**src/sv/ipv4pf_pkg.sv**
```systemverilog
package ipv4pf_pkg;

	// Default depth of the rule table.
	localparam int RULE_ENTRIES_DEF = 16;

	// Frame layout.
	localparam int ETH_LEN     = 14;
	localparam int IP_MIN_LEN  = 20;
	localparam int TCP_HDR_LEN = 20;
	localparam int UDP_HDR_LEN = 8;
	localparam int SRC_IP_OFS  = 12;
	localparam int DST_IP_OFS  = 16;
	localparam int PROTO_OFS   = 9;

	localparam logic [7:0] PROTO_TCP = 8'd6;
	localparam logic [7:0] PROTO_UDP = 8'd17;

	// Input commands.
	localparam logic CMD_ADD_RULE = 1'b0;
	localparam logic CMD_BYTE     = 1'b1;

	// Parse status codes.
	localparam logic [2:0] PS_TCP         = 3'd0;
	localparam logic [2:0] PS_UDP         = 3'd1;
	localparam logic [2:0] PS_SHORT_IP    = 3'd2;
	localparam logic [2:0] PS_OTHER_PROTO = 3'd3;
	localparam logic [2:0] PS_SHORT_TP    = 3'd4;

	// One stored rule: addresses, then source port over destination port.
	typedef struct packed {
		logic [31:0] src_ip;
		logic [31:0] dst_ip;
		logic [31:0] ports;
	} rule_t;

endpackage

```
**src/sv/ipv4pf_ram.sv**
```systemverilog
module ipv4pf_ram #(
	parameter int WIDTH = 96,
	parameter int DEPTH = 16,
	localparam int AW = (DEPTH > 1) ? $clog2(DEPTH) : 1
) (
	input  logic             clk,
	input  logic             wr_en,
	input  logic [AW-1:0]    wr_addr,
	input  logic [WIDTH-1:0] wr_data,
	input  logic             rd_en,
	input  logic [AW-1:0]    rd_addr,
	output logic [WIDTH-1:0] rd_data
);

	logic [WIDTH-1:0] mem_q [DEPTH];

	always_ff @(posedge clk) begin
		if (wr_en) begin
			mem_q[wr_addr] <= wr_data;
		end
		if (rd_en) begin
			rd_data <= mem_q[rd_addr];
		end
	end

endmodule

```
**src/sv/ipv4_port_tuple_packet_filter_unit.sv**
```systemverilog
// Channel  | Handshake            | Payload
// ---------+----------------------+---------------------------------------------
// in       | in_valid, in_stall   | cmd, rule_src_ip, rule_dst_ip, rule_src_port,
//          |                      | rule_dst_port, frame_byte, frame_last
// out      | out_valid, out_stall | is_rule_ack, rule_stored, drop, parse_status
//
// A frame byte that is not the last one is taken in IDLE and a rule add goes to FINISH.
// A last frame byte goes through VERDICT, then READ and CMP for each stored rule
// searched, then FINISH, one rule at a time over the one read port and comparator.
// Reset clears the rule count and all per-frame state but not the rule memory.
// A stalled result waits in the output register while beats are still taken; a
// second result waits in FINISH with in_stall high until the register frees up.
module ipv4_port_tuple_packet_filter_unit
	import ipv4pf_pkg::*;
#(
	parameter int RULE_ENTRIES = RULE_ENTRIES_DEF
) (
	input  logic        clk,
	input  logic        arst_n,

	input  logic        in_valid,
	output logic        in_stall,
	input  logic        cmd,
	input  logic [31:0] rule_src_ip,
	input  logic [31:0] rule_dst_ip,
	input  logic [15:0] rule_src_port,
	input  logic [15:0] rule_dst_port,
	input  logic [7:0]  frame_byte,
	input  logic        frame_last,

	output logic        out_valid,
	input  logic        out_stall,
	output logic        is_rule_ack,
	output logic        rule_stored,
	output logic        drop,
	output logic [2:0]  parse_status
);

	localparam int AW = (RULE_ENTRIES > 1) ? $clog2(RULE_ENTRIES) : 1;
	localparam int CW = $clog2(RULE_ENTRIES + 1);

	// The sequencer: IDLE takes beats, VERDICT classifies a finished frame,
	// READ and CMP walk the rule memory one entry per READ and CMP pair, and
	// FINISH hands the result to the output register.
	typedef enum logic [2:0] {
		S_IDLE,
		S_VERDICT,
		S_READ,
		S_CMP,
		S_FINISH
	} state_t;

	state_t      state_q;
	logic [CW-1:0] rule_count_q;
	logic [AW-1:0] idx_q;

	logic [15:0] byte_index_q;
	logic [3:0]  ip_header_words_q;
	logic [7:0]  ip_protocol_q;
	logic [31:0] frame_src_ip_q;
	logic [31:0] frame_dst_ip_q;
	logic [31:0] frame_ports_q;

	// Result waiting for the output register.
	logic        res_ack_q;
	logic        res_stored_q;
	logic        res_drop_q;
	logic [2:0]  res_status_q;

	logic        out_valid_q;
	logic        is_rule_ack_q;
	logic        rule_stored_q;
	logic        drop_q;
	logic [2:0]  parse_status_q;

	logic        accept;
	logic        out_free;

	// Rule memory port signals.
	logic        ram_wr_en;
	rule_t       ram_wr_data;
	rule_t       ram_rd_data;
	logic        ram_rd_en;

	// Next values of the per-frame capture registers for one frame byte.
	logic [15:0] byte_index_nxt;
	logic [3:0]  ihl_nxt;
	logic [7:0]  proto_nxt;
	logic [31:0] src_ip_nxt;
	logic [31:0] dst_ip_nxt;
	logic [31:0] ports_nxt;
	logic [6:0]  tp_start;
	logic [16:0] src_diff;
	logic [16:0] dst_diff;
	logic [16:0] tp_diff;

	// Frame verdict terms.
	logic [16:0] total_len;
	logic [16:0] hdr_end;
	logic [16:0] tp_end;
	logic        is_tcp;
	logic        is_udp;
	logic [2:0]  verdict_status;
	logic        verdict_search;
	logic        rule_hit;
	logic        last_entry;

	// Places one byte into a 32-bit word; lane 0 is the first wire byte.
	function automatic logic [31:0] put_byte(logic [31:0] word, logic [7:0] b,
			logic [1:0] lane);
		logic [31:0] r;
		r = word;
		case (lane)
			2'd0: r[31:24] = r[31:24] | b;
			2'd1: r[23:16] = r[23:16] | b;
			2'd2: r[15:8]  = r[15:8]  | b;
			default: r[7:0] = r[7:0] | b;
		endcase
		return r;
	endfunction

	assign in_stall = (state_q != S_IDLE);
	assign accept   = in_valid && !in_stall;
	assign out_free = !out_valid_q || !out_stall;

	assign out_valid    = out_valid_q;
	assign is_rule_ack  = is_rule_ack_q;
	assign rule_stored  = rule_stored_q;
	assign drop         = drop_q;
	assign parse_status = parse_status_q;

	// Frame byte capture. The header length may change at this very byte, so
	// the transport start is taken from its next value.
	always_comb begin
		ihl_nxt = ip_header_words_q;
		if (byte_index_q == 16'(ETH_LEN)) begin
			ihl_nxt = frame_byte[3:0];
		end
		proto_nxt = ip_protocol_q;
		if (byte_index_q == 16'(ETH_LEN + PROTO_OFS)) begin
			proto_nxt = frame_byte;
		end

		src_diff = {1'b0, byte_index_q} - 17'(ETH_LEN + SRC_IP_OFS);
		dst_diff = {1'b0, byte_index_q} - 17'(ETH_LEN + DST_IP_OFS);
		tp_start = 7'(ETH_LEN) + {1'b0, ihl_nxt, 2'b00};
		tp_diff  = {1'b0, byte_index_q} - {10'd0, tp_start};

		src_ip_nxt = frame_src_ip_q;
		if (src_diff < 17'd4) begin
			src_ip_nxt = put_byte(frame_src_ip_q, frame_byte, src_diff[1:0]);
		end
		dst_ip_nxt = frame_dst_ip_q;
		if (dst_diff < 17'd4) begin
			dst_ip_nxt = put_byte(frame_dst_ip_q, frame_byte, dst_diff[1:0]);
		end
		ports_nxt = frame_ports_q;
		if (tp_diff < 17'd4) begin
			ports_nxt = put_byte(frame_ports_q, frame_byte, tp_diff[1:0]);
		end

		byte_index_nxt = byte_index_q;
		if (byte_index_q != 16'hFFFF) begin
			byte_index_nxt = byte_index_q + 16'd1;
		end
	end

	// Frame classification. A saturated byte count stands for a length that
	// passes every check.
	always_comb begin
		total_len = {1'b0, byte_index_q} + ((byte_index_q == 16'hFFFF) ? 17'd1 : 17'd0);
		hdr_end   = 17'(ETH_LEN) + {11'd0, ip_header_words_q, 2'b00};
		is_tcp    = (ip_protocol_q == PROTO_TCP);
		is_udp    = (ip_protocol_q == PROTO_UDP);
		tp_end    = hdr_end + (is_tcp ? 17'(TCP_HDR_LEN) : 17'(UDP_HDR_LEN));
		verdict_search = 1'b0;
		if (total_len < 17'(ETH_LEN + IP_MIN_LEN) || total_len < hdr_end) begin
			verdict_status = PS_SHORT_IP;
		end else if (!is_tcp && !is_udp) begin
			verdict_status = PS_OTHER_PROTO;
		end else if (total_len < tp_end) begin
			verdict_status = PS_SHORT_TP;
		end else begin
			verdict_status = is_tcp ? PS_TCP : PS_UDP;
			verdict_search = 1'b1;
		end
	end

	assign rule_hit   = (ram_rd_data.src_ip == frame_src_ip_q) &&
	                    (ram_rd_data.dst_ip == frame_dst_ip_q) &&
	                    (ram_rd_data.ports  == frame_ports_q);
	assign last_entry = ((CW'(idx_q) + CW'(1)) == rule_count_q);

	// New rules are appended at the current count.
	assign ram_wr_en   = accept && (cmd == CMD_ADD_RULE) &&
	                     (rule_count_q < CW'(RULE_ENTRIES));
	assign ram_wr_data = '{src_ip: rule_src_ip, dst_ip: rule_dst_ip,
	                       ports: {rule_src_port, rule_dst_port}};
	assign ram_rd_en   = (state_q == S_READ);

	ipv4pf_ram #(
		.WIDTH($bits(rule_t)),
		.DEPTH(RULE_ENTRIES)
	) u_rule_ram (
		.clk     (clk),
		.wr_en   (ram_wr_en),
		.wr_addr (rule_count_q[AW-1:0]),
		.wr_data (ram_wr_data),
		.rd_en   (ram_rd_en),
		.rd_addr (idx_q),
		.rd_data (ram_rd_data)
	);

	always_ff @(posedge clk or negedge arst_n) begin
		if (!arst_n) begin
			state_q           <= S_IDLE;
			rule_count_q      <= '0;
			idx_q             <= '0;
			byte_index_q      <= '0;
			ip_header_words_q <= '0;
			ip_protocol_q     <= '0;
			frame_src_ip_q    <= '0;
			frame_dst_ip_q    <= '0;
			frame_ports_q     <= '0;
			res_ack_q         <= 1'b0;
			res_stored_q      <= 1'b0;
			res_drop_q        <= 1'b0;
			res_status_q      <= PS_TCP;
			out_valid_q       <= 1'b0;
			is_rule_ack_q     <= 1'b0;
			rule_stored_q     <= 1'b0;
			drop_q            <= 1'b0;
			parse_status_q    <= PS_TCP;
		end else begin
			// In FINISH the output register is refilled below instead.
			if (out_valid_q && !out_stall && state_q != S_FINISH) begin
				out_valid_q <= 1'b0;
			end

			case (state_q)
				S_IDLE: begin
					if (accept) begin
						if (cmd == CMD_ADD_RULE) begin
							res_ack_q    <= 1'b1;
							res_stored_q <= ram_wr_en;
							res_drop_q   <= 1'b0;
							res_status_q <= PS_TCP;
							if (ram_wr_en) begin
								rule_count_q <= rule_count_q + CW'(1);
							end
							state_q <= S_FINISH;
						end else begin
							byte_index_q      <= byte_index_nxt;
							ip_header_words_q <= ihl_nxt;
							ip_protocol_q     <= proto_nxt;
							frame_src_ip_q    <= src_ip_nxt;
							frame_dst_ip_q    <= dst_ip_nxt;
							frame_ports_q     <= ports_nxt;
							if (frame_last) begin
								state_q <= S_VERDICT;
							end
						end
					end
				end

				S_VERDICT: begin
					res_ack_q    <= 1'b0;
					res_stored_q <= 1'b0;
					res_drop_q   <= 1'b0;
					res_status_q <= verdict_status;
					idx_q        <= '0;
					if (verdict_search && rule_count_q != '0) begin
						state_q <= S_READ;
					end else begin
						state_q <= S_FINISH;
					end
				end

				S_READ: begin
					state_q <= S_CMP;
				end

				S_CMP: begin
					if (rule_hit) begin
						res_drop_q <= 1'b1;
						state_q    <= S_FINISH;
					end else if (last_entry) begin
						state_q <= S_FINISH;
					end else begin
						idx_q   <= idx_q + AW'(1);
						state_q <= S_READ;
					end
				end

				S_FINISH: begin
					// A frame verdict ends the frame, so its capture state is
					// cleared for the next one here.
					if (!res_ack_q) begin
						byte_index_q      <= '0;
						ip_header_words_q <= '0;
						ip_protocol_q     <= '0;
						frame_src_ip_q    <= '0;
						frame_dst_ip_q    <= '0;
						frame_ports_q     <= '0;
					end
					if (out_free) begin
						out_valid_q    <= 1'b1;
						is_rule_ack_q  <= res_ack_q;
						rule_stored_q  <= res_stored_q;
						drop_q         <= res_drop_q;
						parse_status_q <= res_status_q;
						state_q        <= S_IDLE;
					end
				end

				default: begin
					state_q <= S_IDLE;
				end
			endcase
		end
	end

endmodule

```
**config.mk**
```make
export PLATFORM = sky130hd
export DESIGN_NAME = ipv4_port_tuple_packet_filter_unit
export DESIGN_NICKNAME = d
export VERILOG_FILES = /design/src/sv/ipv4pf_pkg.sv /design/src/sv/ipv4pf_ram.sv /design/src/sv/ipv4_port_tuple_packet_filter_unit.sv
export SDC_FILE = /design/constraint.sdc
export NUM_CORES = 2
export LEC_CHECK = 0
export ABC_AREA = 1
export BUFFER_PORTS_ARGS = -buffer_cell sky130_fd_sc_hd__buf_2
export CORE_MARGIN = 2
export CORE_UTILIZATION = 35
export DETAILED_ROUTE_END_ITERATION = 10
export HOLD_SLACK_MARGIN = 0.1
export PLACE_DENSITY_LB_ADDON = 0.05
export SLEW_MARGIN = 20
export SYNTH_ARGS = -nofsm -noshare
export SYNTH_HDL_FRONTEND = slang
export SYNTH_SLANG_ARGS = --single-unit
```
**constraint.sdc**
```tcl
create_clock -name clk -period 5.5 [get_ports clk]
set_input_delay 0.825 -clock clk [delete_from_list [all_inputs] [get_ports clk]]
set_output_delay 0.825 -clock clk [all_outputs]
set_load 0.02 [all_outputs]
```
## Yosys cells after proc, flatten, opt, wreduce, memory -nomap -nowiden

Memories as Yosys holds them, arrays and structs flattened. A register that Yosys moved wholly into a read port is not among the register bits.
Cells that the tools add are included.

- Reductions and logical operators: 50
- Equality and inequality tests: 47
- Add/subtract/negate cells: 11
- Bitwise gates (word level): 13
- Muxes and demuxes: 78
- $lt $le $gt $ge: 7

Operators with widths:

| kind | count |
|---|---|
| $mux W32 | 10 |
| $pmux W32 S2 | 3 |
| $mux W8 | 16 |
| $eq A32 B32 Y1 | 3 |
| $or A8 B8 Y8 | 12 |
| $reduce_and A6 Y1 | 12 |
| $mux W16 | 4 |
| $lt A17 B3 Y1 const B | 3 |
| $mux W3 | 12 |
| $sub A16 B5 Y17 const B | 2 |
| $ne A2 B2 Y1 const B | 16 |
| $pmux W16 S2 | 1 |
| $mux W4 | 6 |
| $ne A2 B1 Y1 const B | 9 |
| $add A16 B1 Y17 | 1 |
| $lt A17 B6 Y1 const B | 1 |
| $lt A17 B7 Y1 | 1 |
| $lt A17 B8 Y1 | 1 |
| $mux W1 | 17 |
| $sub A16 B7 Y17 | 1 |
| $add A16 B1 Y16 const B | 1 |
| $eq A16 B16 Y1 const B | 1 |
| $eq A16 B4 Y1 const B | 1 |
| $eq A16 B5 Y1 const B | 1 |
| 37 further kinds | 71 |

- Memory bits (writable): 1,536
- Memories: 1
- Output and inout bits: 8
- Logic and storage cells: 234
- Register bits after elaboration: 149

Memory list:

| memory | words | width | rd ports | clocked after memory_dff | wr ports | RTL line | source |
|---|---|---|---|---|---|---|---|
| u_rule_ram.mem_q | 16 | 96 | 1 | 1 | 1 | ipv4pf_ram.sv:15 | `logic [WIDTH-1:0] mem_q [DEPTH];` |

## Depth between registers and ports, before layout

- Depth in word-level cells: 11
- Mapped depth: 29
- Mapped depth without buffers: 28

## By module

A second synthesis with hierarchy kept.

- Cells, all modules: 7,680
- Area total of the unflattened synthesis: 78,507.8 um2

Modules (own cells, without submodules):

| module | times used | area each (um2) | sequential area each (um2) | cells each |
|---|---|---|---|---|
| ipv4pf_ram | 1 | 68,604.5 | 49,007.0 | 6,302 |
| ipv4_port_tuple_packet_filter_unit | 1 | 9,903.2 | 3,728.6 | 1,378 |

## Worst setup path before layout

No wires, ideal clock.

- Path type: input -> register
- Start: in cmd
- End: mem u_rule_ram.mem_q[11][0], enable pin
- Stages on the path: 7
- Data required time: 4.948 ns
- Setup time: 0.552 ns
- Arrival: 5.717 ns
- Path slack: -0.769 ns
- Path through: inv_1 nor2_1 nor3_1 nand2_1 nor3_4 nand2_1 nor2_1

- Cells in the longest elaborated chain, start to end: 5

Ends and longest elaborated chain:

| item | RTL line | source |
|---|---|---|
| start, declared | ipv4_port_tuple_packet_filter_unit.sv:23 | `input logic cmd,` |
| $not A1 Y1 (no line) | - |  |
| $logic_and A1 B1 Y1 (2 in series) | ipv4_port_tuple_packet_filter_unit.sv:195 | `assign ram_wr_en = accept && (cmd == CMD_ADD_RULE) &&` |
| $mux W1 | ipv4pf_ram.sv:18 | `if (wr_en) begin` |
| $mux W1 (not written as such) | ipv4pf_ram.sv:19 | `mem_q[wr_addr] <= wr_data;` |
| end, declared | ipv4pf_ram.sv:15 |  |

Every way passes these cells.

## Final worst setup path

- Start: reg byte_index_q[10]
- End: reg frame_ports_q[17]

- Cells in the longest elaborated chain, start to end: 7

Ends and longest elaborated chain:

| item | RTL line | source |
|---|---|---|
| start, declared | ipv4_port_tuple_packet_filter_unit.sv:57 | `logic [15:0] byte_index_q;` |
| start signal, assigned | ipv4_port_tuple_packet_filter_unit.sv:253 | `byte_index_q <= byte_index_nxt;` |
| $eq A16 B4 Y1 | ipv4_port_tuple_packet_filter_unit.sv:136 | `if (byte_index_q == 16'(ETH_LEN)) begin` |
| $mux W4 | ipv4_port_tuple_packet_filter_unit.sv:136 |  |
| $add A4 B6 Y7 | ipv4_port_tuple_packet_filter_unit.sv:146 | `tp_start = 7'(ETH_LEN) + {1'b0, ihl_nxt, 2'b00};` |
| $sub A16 B7 Y17 (*) | ipv4_port_tuple_packet_filter_unit.sv:147 | `tp_diff = {1'b0, byte_index_q} - {10'd0, tp_start};` |
| $lt A17 B3 Y1 (*) | ipv4_port_tuple_packet_filter_unit.sv:158 | `if (tp_diff < 17'd4) begin` |
| $ne A2 B2 Y1 (no line) (*) | - |  |
| $reduce_and A6 Y1 (no line) (*) | - |  |
| end signal, assigned | ipv4_port_tuple_packet_filter_unit.sv:258 | `frame_ports_q <= ports_nxt;` |
| end, declared | ipv4_port_tuple_packet_filter_unit.sv:62 | `logic [31:0] frame_ports_q;` |

Every way passes the cells marked *; elsewhere a longest branch is shown, timed or not.
A chain may end at the register's enable or synchronous reset.

==> results.sh <==
export IMPL_result_of_the_run="completed"
export IMPL_hold_viol=0
export IMPL_rr_endpoint="frame_ports_q[17]"
export IMPL_r2r_start="byte_index_q[10]"
export IMPL_grt_first_pass_wirelength_um=311000
export IMPL_synthesis_instances=5371
export IMPL_pwr_density_cell_nw_per_um2=408
export IMPL_finish_net_count=5604
export IMPL_power_leakage_uw=0.0273
export IMPL_topRoutingLayerUsed="met5"
export IMPL_yosysMostFrequentCell="sky130_fd_sc_hd__edfxtp_1"
export IMPL_post_synth_most_frequent_cells="sky130_fd_sc_hd__edfxtp_1 (1632), sky130_fd_sc_hd__nor2_1 (795), sky130_fd_sc_hd__nand2_1 (559), sky130_fd_sc_hd__o21ai_0 (489)"
export IMPL_htree_num_levels=4
export IMPL_fin_total_pwr_uw=33600
export IMPL_place_port_buffers=117
export IMPL_clock_power_share_pct=37.7
export IMPL_post_synth_main_area_contributors="sky130_fd_sc_hd__edfxtp_1 (68%), sky130_fd_sc_hd__dfrtp_1 (5.2%), sky130_fd_sc_hd__nor2_1 (4.1%), sky130_fd_sc_hd__mux2i_1 (4.1%), sky130_fd_sc_hd__o221ai_1 (3.6%)"
export IMPL_timing_hold_worst_path_depth=1
export IMPL_sw_frac_of_total_pct=28.2
export IMPL_yosysWarnings=0
export IMPL_power_report_internal_total_uw=24100
export IMPL_critical_path_endpoint_type="flop"
export IMPL_maximum_clock_skew_at_final_layout_ps=42.1
export IMPL_grt_ovfl_total=0
export IMPL_irDropWorstVdd_uv=360
export IMPL_clock_sinks=1781
export IMPL_rrSetupSlack_ps=1000
export IMPL_startpoint_type="flop"
export IMPL_via_count=43511
export IMPL_netlist_area_leader_share_pct=67.8
export IMPL_worstHoldPathType="primary input to flop"
export IMPL_yosysUniqueCellTypes=48
export IMPL_core_area_um2=205000
export IMPL_fp_row_count=166
export IMPL_worstMarginPinSlew_ps=1120
export IMPL_clkSlewWorstSetupHoldPaths_ps=60
export IMPL_met2RoutedLength_um=97800
export IMPL_number_of_cells_in_the_finished_layout_apart_from_fillers=8314
export IMPL_io_pin_count=118
export IMPL_die_area_um2=210000
export IMPL_hold_path_startpoint="rule_dst_ip[7]"
export IMPL_maxCapViolations=0
export IMPL_route_detailed_vias_per_inst=5.23
export IMPL_yosysSeqAreaShare_pct=73.0
export IMPL_grt_start_max_net_pins=171
export IMPL_synth_avg_cell_area_um2=13.5
export IMPL_synthesis_area_um2=72300
export IMPL_die_w_um=458
export IMPL_max_freq_mhz=222
export IMPL_finalCritPeriodShare_pct=81.8
export IMPL_crit_path_max_fanout=32
export IMPL_post_dp_hpwl_um=116000
export IMPL_grt_use_total_pct=20.2
export IMPL_finalSetupViolations=0
export IMPL_rsz0062_at_grt="false"
export IMPL_seq_power_share_pct=46.9
export IMPL_final_layout_size_suffix_gt1_share_pct=9.93
export IMPL_number_of_antenna_violations_at_the_first_check_in_global_routing=30
export IMPL_criticalPathCategory="flop to flop"
export IMPL_clkLatencyLatePin_ps=850
export IMPL_finalMaxSlewViolations=0
export IMPL_cts_buffers_inserted=201
export IMPL_first_global_vias=43062
export IMPL_post_cts_resized_instances=0
export IMPL_area_overhead_vs_synth_pct=14.0
export IMPL_power_spent_charging_and_discharging_nets_uw=9490
export IMPL_required_ps=6250
export IMPL_met3WireLength_um=9920
export IMPL_ant_nets=0
export IMPL_starting_density_pct=35.2
export IMPL_ys_ff_latch=1781
export IMPL_synthDominantAreaCellType="sky130_fd_sc_hd__edfxtp_1"
export IMPL_postSynthNetCount=5517
export IMPL_initialDrtViolationCount=3708
export IMPL_wirelength_um=214000
export IMPL_drtPass1Iterations=7
export IMPL_cts_buffer_depth=3
export IMPL_synthArstFlopShare_pct=8.37
export IMPL_ys_dominant_reg_cell="sky130_fd_sc_hd__edfxtp_1"
export IMPL_worstHoldEndpoint="u_rule_ram.mem_q[13][39]"
export IMPL_dieHeight_um=458
export IMPL_critical_path_arrival_ps=5250
export IMPL_route_detailed_wl_per_inst_um=25.8
export IMPL_worstRegToRegCells=24
export IMPL_post_route_min_period_ps=4500
export IMPL_fin_setup_tns_ps=0
export IMPL_maxSlewHeadroom_pct=25.0
export IMPL_drcViolationCount=0
export IMPL_cts_root_buffer="sky130_fd_sc_hd__clkbuf_16"
export IMPL_placedCellCount=7942
export IMPL_synth_edff_count=1632
export IMPL_cts_tree="yes"
export IMPL_share_comb_of_total_power_pct=15.4
export IMPL_met1_length_um=101000
export IMPL_place_congestion=0.830
## metal layers
layer | GRT usage (%) | vias to the layer above
met1 | 29.0 | 22104
met4 | 5.60 | 22
met3 | 3.44 | 311
met2 | 31.5 | 913
li1 | - | 20161
met5 | 0 | -
## cell families after synthesis
logic type / after synthesis / synth area share, %
fa+ha+maj: 36 / 0.634
flops: 1781 / 73.0
compound gates: 1009 / 9.31
simple gates: 1643 / 9.17
mux: 294 / 4.07
buf+inv: 533 / 2.92
xor+xnor: 75 / 0.909
## layout make-up
type                       instances  area [µm²]
antenna                            6        15.0
clock inverter                   103         727
fill                           19007      123000
multi-input combinational       3057       17500
tap                             2688        3360
sequential                      1781       52800
inverter                         209         805
timing repair buffer             208        1750
clock buffer                     262        5420
## critical path: stages (launching register included)
cell and delay [ps]:
sky130_fd_sc_hd__dfrtp_1 510, sky130_fd_sc_hd__nor2_1 230, sky130_fd_sc_hd__nand2_1 100, sky130_fd_sc_hd__inv_1 110
sky130_fd_sc_hd__nand3_1 200, sky130_fd_sc_hd__or4_1 620, sky130_fd_sc_hd__o21ai_1 230, sky130_fd_sc_hd__ha_1 260
sky130_fd_sc_hd__ha_1 370, sky130_fd_sc_hd__nand2_1 90, sky130_fd_sc_hd__nand2_1 70, sky130_fd_sc_hd__inv_1 50
sky130_fd_sc_hd__nand2_1 90, sky130_fd_sc_hd__nand2_1 120, sky130_fd_sc_hd__nand2_1 120, sky130_fd_sc_hd__nor2_2 160
sky130_fd_sc_hd__nand3_1 90, sky130_fd_sc_hd__nand2_1 80, sky130_fd_sc_hd__nand2_1 40, sky130_fd_sc_hd__nor2_1 90
sky130_fd_sc_hd__nand3_1 100, sky130_fd_sc_hd__nand2_2 100, sky130_fd_sc_hd__buf_4 360, sky130_fd_sc_hd__nand3_1 130
sky130_fd_sc_hd__nand2_1 90
## metrics by stage
stage | instance area, µm² | worst slack [ps] | hold slack [ps] | util, %
after global routing | 82400 | 530 | 333 | 40.2
after detailed placement | 76200 | 965 | 465 | 37.2
after CTS | 82400 | 926 | 288 | 40.2
after floorplan | 72300 | -769 | 445 | -
after global placement | 76200 | 948 | 461 | 37.2
final | 82400 | 1000 | 373 | 40.2
## power groups by stage
stage                     Combinational, µW  Sequential (µW)  Clock [µW]
after detailed placement               5230            16100           0
after global routing                   5850            15800       13500
after CTS                              5250            15800       13000
after global placement                 5250            16000           0
after floorplan                        3640            15900           0
final                                  5190            15800       12700
## worst max path at each step
| stage | startpoint | end | slack [ps] |
|---|---|---|---|
| 2_1_floorplan | cmd | u_rule_ram.mem_q[11][0] | -770 |
| 3_3_place_gp | byte_index_q[9] | frame_ports_q[27] | 950 |
| 3_5_place_dp | byte_index_q[10] | frame_ports_q[24] | 970 |
| 4_1_cts | byte_index_q[10] | frame_ports_q[17] | 930 |
| 5_1_grt | byte_index_q[9] | frame_ports_q[11] | 530 |
| 6_report | byte_index_q[10] | frame_ports_q[17] | 1000 |
## timing repair
action | in CTS | in global routing
hold buffers | 1 | 0
hold endpoints to repair | 66 | 0
setup buffers | 0 | 0
## state kept, by name, summed over array words and instances, names as in the netlist, 5 cells and up
signal	cells
rule_count_q	5
frame_src_ip_q	32
u_rule_ram.mem_q	1536
byte_index_q	16
u_rule_ram.rd_data	96
ip_protocol_q	8
frame_dst_ip_q	32
frame_ports_q	32
## cells in the final DEF (no fill, tap or decap), drive strengths merged, types with 4 or more instances in the layout
master / Yosys / final
xnor2: 4 / 4
nand3: 207 / 207
nand2: 568 / 568
nand4: 13 / 13
a21oi: 27 / 27
ha: 35 / 35
o211ai: 71 / 71
diode: 0 / 6
nor2: 807 / 807
o32ai: 68 / 68
clkinv: 0 / 82
clkinvlp: 0 / 8
mux2i: 294 / 294
xor2: 71 / 71
o21ai: 513 / 513
o221ai: 294 / 294
dfrtp: 149 / 149
edfxtp: 1632 / 1632
inv: 209 / 215
buf: 69 / 207
nand3b: 4 / 4
nor3: 37 / 37
clkbuf: 255 / 262
bufinv: 0 / 7
o22ai: 26 / 26
Note: power is estimated with default switching activity, not from simulation.
